[config.mk]
export PLATFORM = sky130hd
export DESIGN_NAME = qfun_ctrl
export DESIGN_NICKNAME = d
export VERILOG_FILES = /design/src/rtl/core/qfun_pkg.sv /design/src/rtl/core/qfun_ctrl.sv
export SDC_FILE = /design/constraint.sdc
export NUM_CORES = 1
export LEC_CHECK = 0
export ABC_AREA = 0
export BUFFER_PORTS_ARGS = -buffer_cell sky130_fd_sc_hd__buf_4
export CAP_MARGIN = 25
export CORE_UTILIZATION = 40
export DETAILED_ROUTE_END_ITERATION = 10
export HOLD_SLACK_MARGIN = 0.02
export PLACE_DENSITY_LB_ADDON = 0.2
export SETUP_SLACK_MARGIN = 0.1
export SYNTH_ARGS = -nofsm -noshare
export SYNTH_HDL_FRONTEND = slang
export SYNTH_SLANG_ARGS = --single-unit
[constraint.sdc]
create_clock -name clk -period 4.71 [get_ports clk]
set_clock_uncertainty 0.15 [all_clocks]
set_input_delay 0.471 -clock clk [delete_from_list [all_inputs] [get_ports clk]]
set_output_delay 0.471 -clock clk [all_outputs]
set_load 0.02 [all_outputs]
[src/rtl/core/qfun_pkg.sv]
// Shared constants, command/status types and the triple table for the quad face normal unit.
package qfun_pkg;

    localparam int COORD_BITS_DEF = 24;
    localparam int THR_BITS       = 32;
    localparam logic [THR_BITS-1:0] THR_RESET = 32'd43;

    localparam int NORM_BITS = 30;                          // normalized magnitude width
    localparam int FRAC_OUT  = 16;
    localparam int OUT_BITS  = 18;
    localparam int Q_BITS    = FRAC_OUT + 1;                // quotient never exceeds 65536
    localparam int LEN_BITS  = NORM_BITS + 1;
    localparam int ACC_BITS  = 2 * NORM_BITS + 2;
    localparam int NUM_BITS  = NORM_BITS + FRAC_OUT + 1;

    localparam int CNT_BITS = 5;
    localparam logic [CNT_BITS-1:0] CROSS_LAST = 5'd6;
    localparam logic [CNT_BITS-1:0] SQ_LAST    = 5'd3;
    localparam logic [CNT_BITS-1:0] ROOT_LAST  = 5'd31;
    localparam logic [CNT_BITS-1:0] DIV_LAST   = 5'd18;
    localparam logic [1:0]          LAST_TRIPLE = 2'd3;
    localparam logic [1:0]          LAST_COMP   = 2'd2;

    typedef logic [3:0] op_t;
    localparam op_t OP_IDLE      = 4'd0;
    localparam op_t OP_LOAD      = 4'd1;
    localparam op_t OP_CROSS     = 4'd2;
    localparam op_t OP_NLOAD     = 4'd3;
    localparam op_t OP_NORM      = 4'd4;
    localparam op_t OP_SQ        = 4'd5;
    localparam op_t OP_SQRT_INIT = 4'd6;
    localparam op_t OP_SQRT      = 4'd7;
    localparam op_t OP_DIV_INIT  = 4'd8;
    localparam op_t OP_DIV       = 4'd9;
    localparam op_t OP_DIV_STORE = 4'd10;
    localparam op_t OP_DEGEN     = 4'd11;

    typedef struct packed {
        op_t                 op;
        logic [CNT_BITS-1:0] cnt;
        logic [1:0]          triple;
        logic [1:0]          comp;
    } cmd_t;

    typedef struct packed {
        logic qualify;
        logic norm_done;
    } status_t;

    // vertex indices (a, b, c) of each triple
    localparam logic [1:0] TRI_VTX [4][3] = '{
        '{2'd0, 2'd1, 2'd2},
        '{2'd0, 2'd1, 2'd3},
        '{2'd0, 2'd2, 2'd3},
        '{2'd1, 2'd2, 2'd3}
    };

endpackage

[src/rtl/core/qfun_ctrl.sv]
// Sequencer for the quad face normal unit: steps the datapath through each phase.
module qfun_ctrl (
    input  logic              clk,
    input  logic              rst_n,
    input  logic              in_valid,
    output logic              in_ready,
    input  logic              out_free,
    output logic              commit,
    input  qfun_pkg::status_t status,
    output qfun_pkg::cmd_t    cmd
);
    import qfun_pkg::*;

    localparam logic [2:0] S_IDLE  = 3'd0;
    localparam logic [2:0] S_CROSS = 3'd1;
    localparam logic [2:0] S_CHECK = 3'd2;
    localparam logic [2:0] S_NORM  = 3'd3;
    localparam logic [2:0] S_SQ    = 3'd4;
    localparam logic [2:0] S_ROOT  = 3'd5;
    localparam logic [2:0] S_DIV   = 3'd6;
    localparam logic [2:0] S_FIN   = 3'd7;

    logic [2:0]          state_reg,  state_next;
    logic [CNT_BITS-1:0] cnt_reg,    cnt_next;
    logic [1:0]          triple_reg, triple_next;
    logic [1:0]          comp_reg,   comp_next;

    always_ff @(posedge clk or negedge rst_n)
    begin
        if (!rst_n)
        begin
            state_reg  <= S_IDLE;
            cnt_reg    <= '0;
            triple_reg <= '0;
            comp_reg   <= '0;
        end
        else
        begin
            state_reg  <= state_next;
            cnt_reg    <= cnt_next;
            triple_reg <= triple_next;
            comp_reg   <= comp_next;
        end
    end

    always_comb
    begin
        state_next  = state_reg;
        cnt_next    = cnt_reg;
        triple_next = triple_reg;
        comp_next   = comp_reg;
        cmd.op      = OP_IDLE;
        cmd.cnt     = cnt_reg;
        cmd.triple  = triple_reg;
        cmd.comp    = comp_reg;
        in_ready    = 1'b0;
        commit      = 1'b0;
        unique case (state_reg)
            S_IDLE:
            begin
                in_ready = 1'b1;
                if (in_valid)
                begin
                    cmd.op      = OP_LOAD;
                    triple_next = '0;
                    cnt_next    = '0;
                    state_next  = S_CROSS;
                end
            end
            S_CROSS:
            begin
                cmd.op = OP_CROSS;
                if (cnt_reg == CROSS_LAST)
                begin
                    cnt_next   = '0;
                    state_next = S_CHECK;
                end
                else
                begin
                    cnt_next = cnt_reg + 5'd1;
                end
            end
            S_CHECK:
            begin
                priority if (status.qualify)
                begin
                    cmd.op     = OP_NLOAD;
                    state_next = S_NORM;
                end
                else if (triple_reg == LAST_TRIPLE)
                begin
                    cmd.op     = OP_DEGEN;
                    state_next = S_FIN;
                end
                else
                begin
                    triple_next = triple_reg + 2'd1;
                    state_next  = S_CROSS;
                end
            end
            S_NORM:
            begin
                if (status.norm_done)
                begin
                    cnt_next   = '0;
                    state_next = S_SQ;
                end
                else
                begin
                    cmd.op = OP_NORM;
                end
            end
            S_SQ:
            begin
                cmd.op = OP_SQ;
                if (cnt_reg == SQ_LAST)
                begin
                    cnt_next   = '0;
                    state_next = S_ROOT;
                end
                else
                begin
                    cnt_next = cnt_reg + 5'd1;
                end
            end
            S_ROOT:
            begin
                cmd.op = (cnt_reg == '0) ? OP_SQRT_INIT : OP_SQRT;
                if (cnt_reg == ROOT_LAST)
                begin
                    cnt_next   = '0;
                    comp_next  = '0;
                    state_next = S_DIV;
                end
                else
                begin
                    cnt_next = cnt_reg + 5'd1;
                end
            end
            S_DIV:
            begin
                priority if (cnt_reg == '0)
                    cmd.op = OP_DIV_INIT;
                else if (cnt_reg == DIV_LAST)
                    cmd.op = OP_DIV_STORE;
                else
                    cmd.op = OP_DIV;
                if (cnt_reg == DIV_LAST)
                begin
                    cnt_next = '0;
                    if (comp_reg == LAST_COMP)
                        state_next = S_FIN;
                    else
                        comp_next = comp_reg + 2'd1;
                end
                else
                begin
                    cnt_next = cnt_reg + 5'd1;
                end
            end
            S_FIN:
            begin
                if (out_free)
                begin
                    commit     = 1'b1;
                    state_next = S_IDLE;
                end
            end
            default:
            begin
                state_next = S_IDLE;
            end
        endcase
    end

`ifndef ASSERT_OFF
    a_commit_to_idle: assert property (@(posedge clk) disable iff (!rst_n)
        commit |=> state_reg == S_IDLE)
        else $error("commit did not return to idle");
    a_all_degen_fin: assert property (@(posedge clk) disable iff (!rst_n)
        (state_reg == S_CHECK && !status.qualify && triple_reg == LAST_TRIPLE)
            |=> state_reg == S_FIN)
        else $error("last degenerate triple did not finish");
    a_cross_bound: assert property (@(posedge clk) disable iff (!rst_n)
        state_reg == S_CROSS |-> cnt_reg <= CROSS_LAST)
        else $error("cross product step out of range");
`endif

endmodule

==> results of run 1 <==
final cells by class:
class | count | share of cell area, %
Multi-Input combinational cell | 88 | 53.64
Sequential cell | 12 | 25.29
Timing Repair Buffer | 21 | 13.49
Clock buffer | 4 | 3.056
Tap cell | 28 | 2.950
Inverter | 5 | 1.581
worst reg2reg max path, cell delays in order, from the launching register on:
cell and delay (ps):
dfrtp_1 430, ha_1 230, or4b_4 490, a32oi_4 350, nand2_2 130, a221o_1 300
cell usage in the layout (no fill, tap or decap), types with 2 or more instances in the layout:
cell,n
nand3_1,2
nor2b_1,5
o21ai_1,6
clkbuf_4,3
o21ai_0,4
nor2_1,11
a21oi_1,5
inv_1,4
a22o_1,2
ha_1,6
nand2b_1,4
and3b_1,2
dfrtp_1,12
nor3_1,3
mux2_1,2
nand2_1,9
buf_4,20
a221o_1,2
kinds of logic (layout without fill, tap and decap cells):
family | Yosys count | in the layout | synth area share (%)
simple gates | 48 | 48 | 28.92
compound gates | 30 | 30 | 23.95
flops | 12 | 12 | 30.57
buf+inv | 10 | 30 | 4.585
fa+ha+maj | 6 | 6 | 7.643
mux | 3 | 3 | 3.439
xor+xnor | 1 | 1 | 0.8919
power by group:
part	total [W]	internal, W	leakage (nW)	switching (W)
Sequential	0.000231	0.000139	0.154	0.0000913
Clock	0.0000810	0.0000470	0.0210	0.0000341
Combinational	0.000497	0.000229	0.357	0.000268
what timing repair did:
item | in CTS | in global routing
resized for setup | 0 | 0
hold endpoints to repair | 12 | 0
hold buffers | 1 | 0
routing by layer:
| layer | track usage [%] | wire (um) |
|---|---|---|
| met1 | 22.28 | 1031 |
| met2 | 27.92 | 975 |
| met3 | 5.263 | 52 |
| met4 | 6.306 | 10 |
| met5 | 0 | 0 |
metrics by stage:
step	setup slack, ps	cells	hold WS (ps)	instance area (um2)
4_1_cts	2247	158	354.1	1187
2_1_floorplan	2496	110	25.41	982.2
5_1_grt	2100	158	379.6	1187
6_report	2236	158	367.2	1187
3_3_place_gp	2554	153	177.2	1141
3_5_place_dp	2544	153	176.5	1141
worst max-delay path by stage:
stage | cells after the start | slack, ps | endpoint
after floorplan | 6 | 2500 | cmd[9]
after global placement | 5 | 2550 | cmd[9]
after detailed placement | 5 | 2540 | cnt_reg[3]$_DFFE_PN0P_
after CTS | 7 | 2250 | cmd[9]
after global routing | 5 | 2100 | cmd[9]
final | 5 | 2240 | cmd[9]
==> results summary, run 1 <==
In this run the critical register-to-register path is launched from cnt_reg[1]$_DFFE_PN0P_. The total leakage power came out at 0.5320 nW. The remaining number of nets flagged by the antenna check after routing is 0. The clock tree root buffer cell is clkbuf_4. The signal on the critical path passes through nand2b_1 > o21ai_1 > nand2_1 > o32ai_1 > buf_4. The number of H-tree levels came out at 1. The startpoint of the tightest hold check path is in_valid. The number of cells traversed by the worst hold path is 4.

Ranked by total cell area, the synthesized netlist is headed by dfrtp_1, ha_1, nor2_1. The area share of the largest cell type after synthesis is 30.57%. The total routed wirelength came out at 2.070 mm. The aggregate global-route resource usage came out at 17.53%. Summed over all failing endpoints, the final setup total negative slack is 0 ps.

The post-synthesis cell area came out at 982.2 um2. Setup violations remaining at the end of the flow were counted as 0. The number of buffers added by the clock tree synthesis step came out at 3. Compared with the post-synthesis result, the final layout area differs by 20.89%.

The total overflow left after global routing is 0. The total via count after detailed routing came out at 895. Counting flops and latches in the post-synthesis netlist gives 12. The final count of pins violating max slew is 0. The dominant register cell in the synthesized netlist is dfrtp_1. In this run the post-CTS setup repair buffer count came out at 0.

The length of the first detailed-routing pass in iterations came out at 4. The TritonCTS sink count came out at 12. The flip-flop count of the largest register, all copies and words added is 5. Each instance of the synthesized netlist takes up on average 8.929 um2.

The max-capacitance violation count came out at 0. The end point of the most critical hold path is triple_reg[1]$_DFFE_PN0P_. Once the floorplan was initialized, standard cells occupied 43.56% of the core. The number of standard cells after synthesis came out at 110.

In this run the worst setup path begins at state_reg[1]$_DFFE_PN0P_. The clock period minus final worst setup slack came out at 2474 ps. The share of final-layout standard cells stronger than drive strength 1 came out at 25.38%. In the post-synthesis netlist, the cell with the most instances is dfrtp_1.

Of all nets on the critical path, the largest fanout is 17. The run finished with clean final reports. For this run, the slowest stage of the critical path takes 670 ps. The capturing element type of the critical path is a primary output.

After synthesis, flip-flops and latches occupy 30.57% of the total area. The CTS tree is yes. The number of buffer cells added on primary ports came out at 20.

The largest vdd supply drop is 0.0004521 V. The wire length of the first global-routing pass came out at 3.470 mm. The critical path in this run is classified as reg2out. The number of top-level pins is 21. The sequential standard cell area is 300.3 um2. The footprint of the multi-input gates is 636.9 um2. The post-route fraction of the period consumed by the critical path is 52.53%. On the critical path, the stage with the largest delay is an instance of dfrtp_1. The y dimension of the die came out at 51.55 um. The power density over cell area is 680.9 nW/um2.

The data required time at the worst endpoint is 4090 ps. For the worst-skew pair, the clock arrives at the later sink with an insertion delay of 270 ps. The layout filler cell count came out at 236. The worst register-to-register path has a setup slack of 2520 ps. The total half-perimeter wirelength after legalization and detailed placement came out at 1.543 mm. At the worst endpoint, the arrival time is 1850 ps.

The peak clock frequency supported by timing came out at 0.4042 GHz. The Yosys warning count is 0. The floorplan step defined a die boundary enclosing 2657 um2.

The depth of the worst register-to-register path came out at 5. The startpoint kind of the worst setup timing path is a flop. The core box area is 2255 um2. Headroom to the max-slew limit came out at 50.11%.

The post-route total power is 0.0008084 W. The final hold violation count came out at 0. The first routing iteration left 10 violations.

The clock passes through at most 2 buffers. The cell row count came out at 17. The number of antenna violations at the first check in global routing came out at 0. In this run the critical register-to-register path is captured at cnt_reg[2]$_DFFE_PN0P_. The number of synthesized flops with an enable pin came out at 0. The detailed-route DRC error count came out at 0.

The number of nets in the finished design came out at 143. The CTS clock-pin slew for the worst setup and hold paths is 70 ps. In the final routed layout, each cell accounts on average for 13.10 um. The buffers plus inverters on the worst setup path came out at 1. In this design, the largest share of critical-path delay is due to flip-flops. The global placement routability congestion is 0.8318. The synthesized design spends more area on one cell type than any other, namely dfrtp_1.

The type of the tightest min-delay check is in2reg. Counting every net in the synthesized netlist gives 122. The commonest cells after synthesis are dfrtp_1, nor2_1, nand2_1. Entering global routing, the biggest net connects 22 pins.

The floorplan die width is 51.55 um. The pin slew with the least headroom to its limit came out at 748.4 ps. The end-of-flow core utilization is 52.66%. Setup repair after global routing left no endpoint under its margin. The number of diodes is 0.

The post-detailed-route via-to-cell ratio came out at 5.665. The fraction of registers with async set or reset after synthesis came out at 100.0%. The number of global-route vias before repair came to 819. The number of distinct library cells after synthesis came out at 44.
No activity file was read; power rests on OpenSTA's default activity.
==> run 2: changes to the inputs <==
==> constraint.sdc (replaced) <==
create_clock -name clk -period 2.1 [get_ports clk]
set_clock_uncertainty 0.15 [all_clocks]
set_input_delay 0.21 -clock clk [delete_from_list [all_inputs] [get_ports clk]]
set_output_delay 0.21 -clock clk [all_outputs]
set_load 0.02 [all_outputs]
==> run 2 against run 1 <==
First-iteration DRC count shrank 10%. Worst hold slack got worse by 260 ps. Total power grew to 2.8 times the previous value. The run now ends with setup timing left. Global-route usage up 2.5 points. Final area rose by 20%. Via count increased by 9.4%. Worst setup slack worse by 2300 ps. Sequential share of layout area is 3.8 points lower. Combinational power grew to 3.2 times the previous value. Final cell count increased by 10%. Clock power rose by 140%. Register-to-register slack worse by 2600 ps. Largest cell class unchanged.
==> results summary, run 2 (synthesis gave the netlist of run 1 again) <==
The total half-perimeter wirelength after legalization and detailed placement was 1.707 mm (+11%). The wire length of the first global-routing pass came to 3.933 mm (+13%). The floorplan die width was 51.55 um (unchanged). STA classifies the critical path endpoint as a flop. The number of antenna violations at the first check in global routing is 0 (unchanged). The number of H-tree levels came out at 1 (unchanged).

The number of nets in the finished design is 159 (+11%). The number of top-level pins is 21 (unchanged). The layout filler cell count is 194 (-18%). The total of endpoints with negative setup slack in the final report is 3 (+3). The critical setup path kind is reg2reg. The total via count after detailed routing is 979 (+9.4%).

In the layout the commonest cells are buf_4, nor2_1, nand2_1. The core box area is 2255 um2 (unchanged). The clock latency at the later pin of the worst-skew pair came to 290 ps (+20 ps). The worst hold-check slack was 105.9 ps (-261.3 ps). The aggregate global-route resource usage is 20.01% (+2.5 points). The CTS clock-pin slew for the worst setup and hold paths came out at 80 ps (about the same). The post-route total power is 0.002284 W (+180%). The data arrival at the endpoint of the critical path came to 2170 ps (+320 ps). The number of buffers added by the clock tree synthesis step came out at 3 (unchanged). The TritonCTS sink count is 12 (unchanged).

The area of placed instances was 1196 um2 (+4.8%). The peak clock frequency supported by timing is 0.4660 GHz. The number of global-route vias before repair came out at 839 (+2.4%). The detailed-route DRC error count is 0 (unchanged). The max-capacitance violation count came out at 0 (unchanged). The y dimension of the die is 51.55 um (unchanged). The total routed wirelength came to 2.433 mm (+18%). Leaving out fill and tap cells, the most frequent cell in the layout is buf_4.

The relative max-transition margin is 76.33% (+26 points). The overflow left after global routing is 0 (unchanged). The largest vdd supply drop came out at 0.001057 V (+130%). The flip-flop count of the largest register, all copies and words added was 5 (unchanged).

The pin count of the biggest net entering global routing is 14 (-36%). The clock tree root buffer cell is clkbuf_4. The length of the first detailed-routing pass in iterations is 4 (unchanged).

The share of final-layout standard cells stronger than drive strength 1 came out at 44.52% (+19 points). TritonCTS built the clock tree. The smallest clock period supported by the final layout is computed as 2146 ps. The final count of pins violating max slew is 0 (unchanged). The power density over cell area was 1607 nW/um2 (+140%). The checks that failed: setup timing. In this run the worst hold path is classified as in2reg. The startpoint kind of the worst setup timing path is a flop. The number of DRC violations after detailed-routing iteration 0 is 9 (-1). The post-route fraction of the period consumed by the critical path is 102.2%.

The highest fanout seen on the critical path came out at 4 (-13). The global placement routability congestion came out at 0.8542 (+2.7%). The relative area change from synthesis to final layout is 44.71%. The area of the die came to 2657 um2 (unchanged).

The pin slew with the least headroom to its limit is 354.2 ps (-394.2 ps). The number of diodes came out at 0 (unchanged). The setup slack of the critical path after layout came to -46.10 ps (-2282 ps).

The data required time at the worst endpoint is 2130 ps (-1960 ps). The number of buffer cells added on primary ports came to 20 (unchanged). Setup repair after global routing could not meet its margin everywhere. The flow ran to the end, but the final reports show violations. The average wire per cell in the routed design is 13.98 um (+6.7%). The starting density of the core is 43.56% (unchanged). The total leakage power is 0.6298 nW (+18%). The cell row count came out at 17 (unchanged).

The final hold violation count came out at 0 (unchanged). The final cell area excluding filler cells is 1421 um2 (+20%). The post-detailed-route via-to-cell ratio came out at 5.626 (-0.67%). The remaining number of nets flagged by the antenna check after routing came out at 0 (unchanged).

The maximum buffer depth of the clock tree came out at 2 (unchanged).
==> run 2: changes by cell type in the layout (fill, tap and decap cells not counted), sizes merged <==
cell  delta
buf     +16
==> run 2: power by group <==
part | leakage, nW | internal [W] | switching [W]
clock network | 0.0210 | 0.000106 | 0.0000855
logic | 0.459 | 0.000810 | 0.000794
registers | 0.149 | 0.000323 | 0.000166
total | 0.630 | 0.00124 | 0.00105
==> run 2: area by class of cell <==
cell class / count / area, um2 / area share, %
Tap cell: 28 / 35.03 / 2.465
Timing Repair Buffer: 37 / 287.8 / 20.25
Inverter: 5 / 18.77 / 1.320
Clock buffer: 4 / 36.28 / 2.553
Sequential cell: 12 / 305.3 / 21.48
Multi-Input combinational cell: 88 / 738.2 / 51.94
==> run 2: metrics by stage <==
step	TNS [ps]	util (%)	worst slack [ps]	cells
2_1_floorplan	0	-	72.01	110
3_3_place_gp	0	53.05	54.00	160
3_5_place_dp	-2.024	53.05	-1.839	160
4_1_cts	0	58.44	19.17	169
5_1_grt	-355.4	63.04	-89.87	174
6_report	-98.40	63.04	-46.10	174
==> run 2: critical path, cell delays in order (launching register included) <==
cell	delay, ps
dfrtp_2	450
inv_2	90
ha_4	130
or4bb_4	460
a32oi_4	300
buf_6	150
a21oi_1	50
a221o_1	260
==> run 2: repair_timing <==
item / in CTS / in global routing
resized for setup: 8 / 14
hold endpoints to repair: 12 / 0
hold buffers: 1 / 0
buffers inserted: 4 / 5
endpoints found under the setup margin: 9 / 13
pin swaps: 3 / 8
==> run 2: path summary, 6_finish.rpt <==
path,from,endpoint,slack (ps),cells past startpoint
min in group asynchronous,rst_n,triple_reg[0]$_DFFE_PN0P_,140,2
worst max-delay path,cnt_reg[0]$_DFFE_PN0P_,cnt_reg[2]$_DFFE_PN0P_,-50,7
worst min register to register,comp_reg[1]$_DFFE_PN0P_,comp_reg[1]$_DFFE_PN0P_,390,1
worst max register to register,cnt_reg[0]$_DFFE_PN0P_,cnt_reg[2]$_DFFE_PN0P_,-50,7
worst min-delay path,in_valid,triple_reg[1]$_DFFE_PN0P_,110,4
max in group asynchronous,rst_n,state_reg[0]$_DFFE_PN0P_,1480,2
==> run 2: per-layer routing <==
layer | track usage (%) | vias to the layer above | wire, um
met4 | 8.559 | 0 | 68
met5 | 0 | - | 0
met2 | 27.92 | 23 | 1084
met3 | 5.848 | 10 | 104
met1 | 28.31 | 466 | 1175
li1 | - | 480 | -
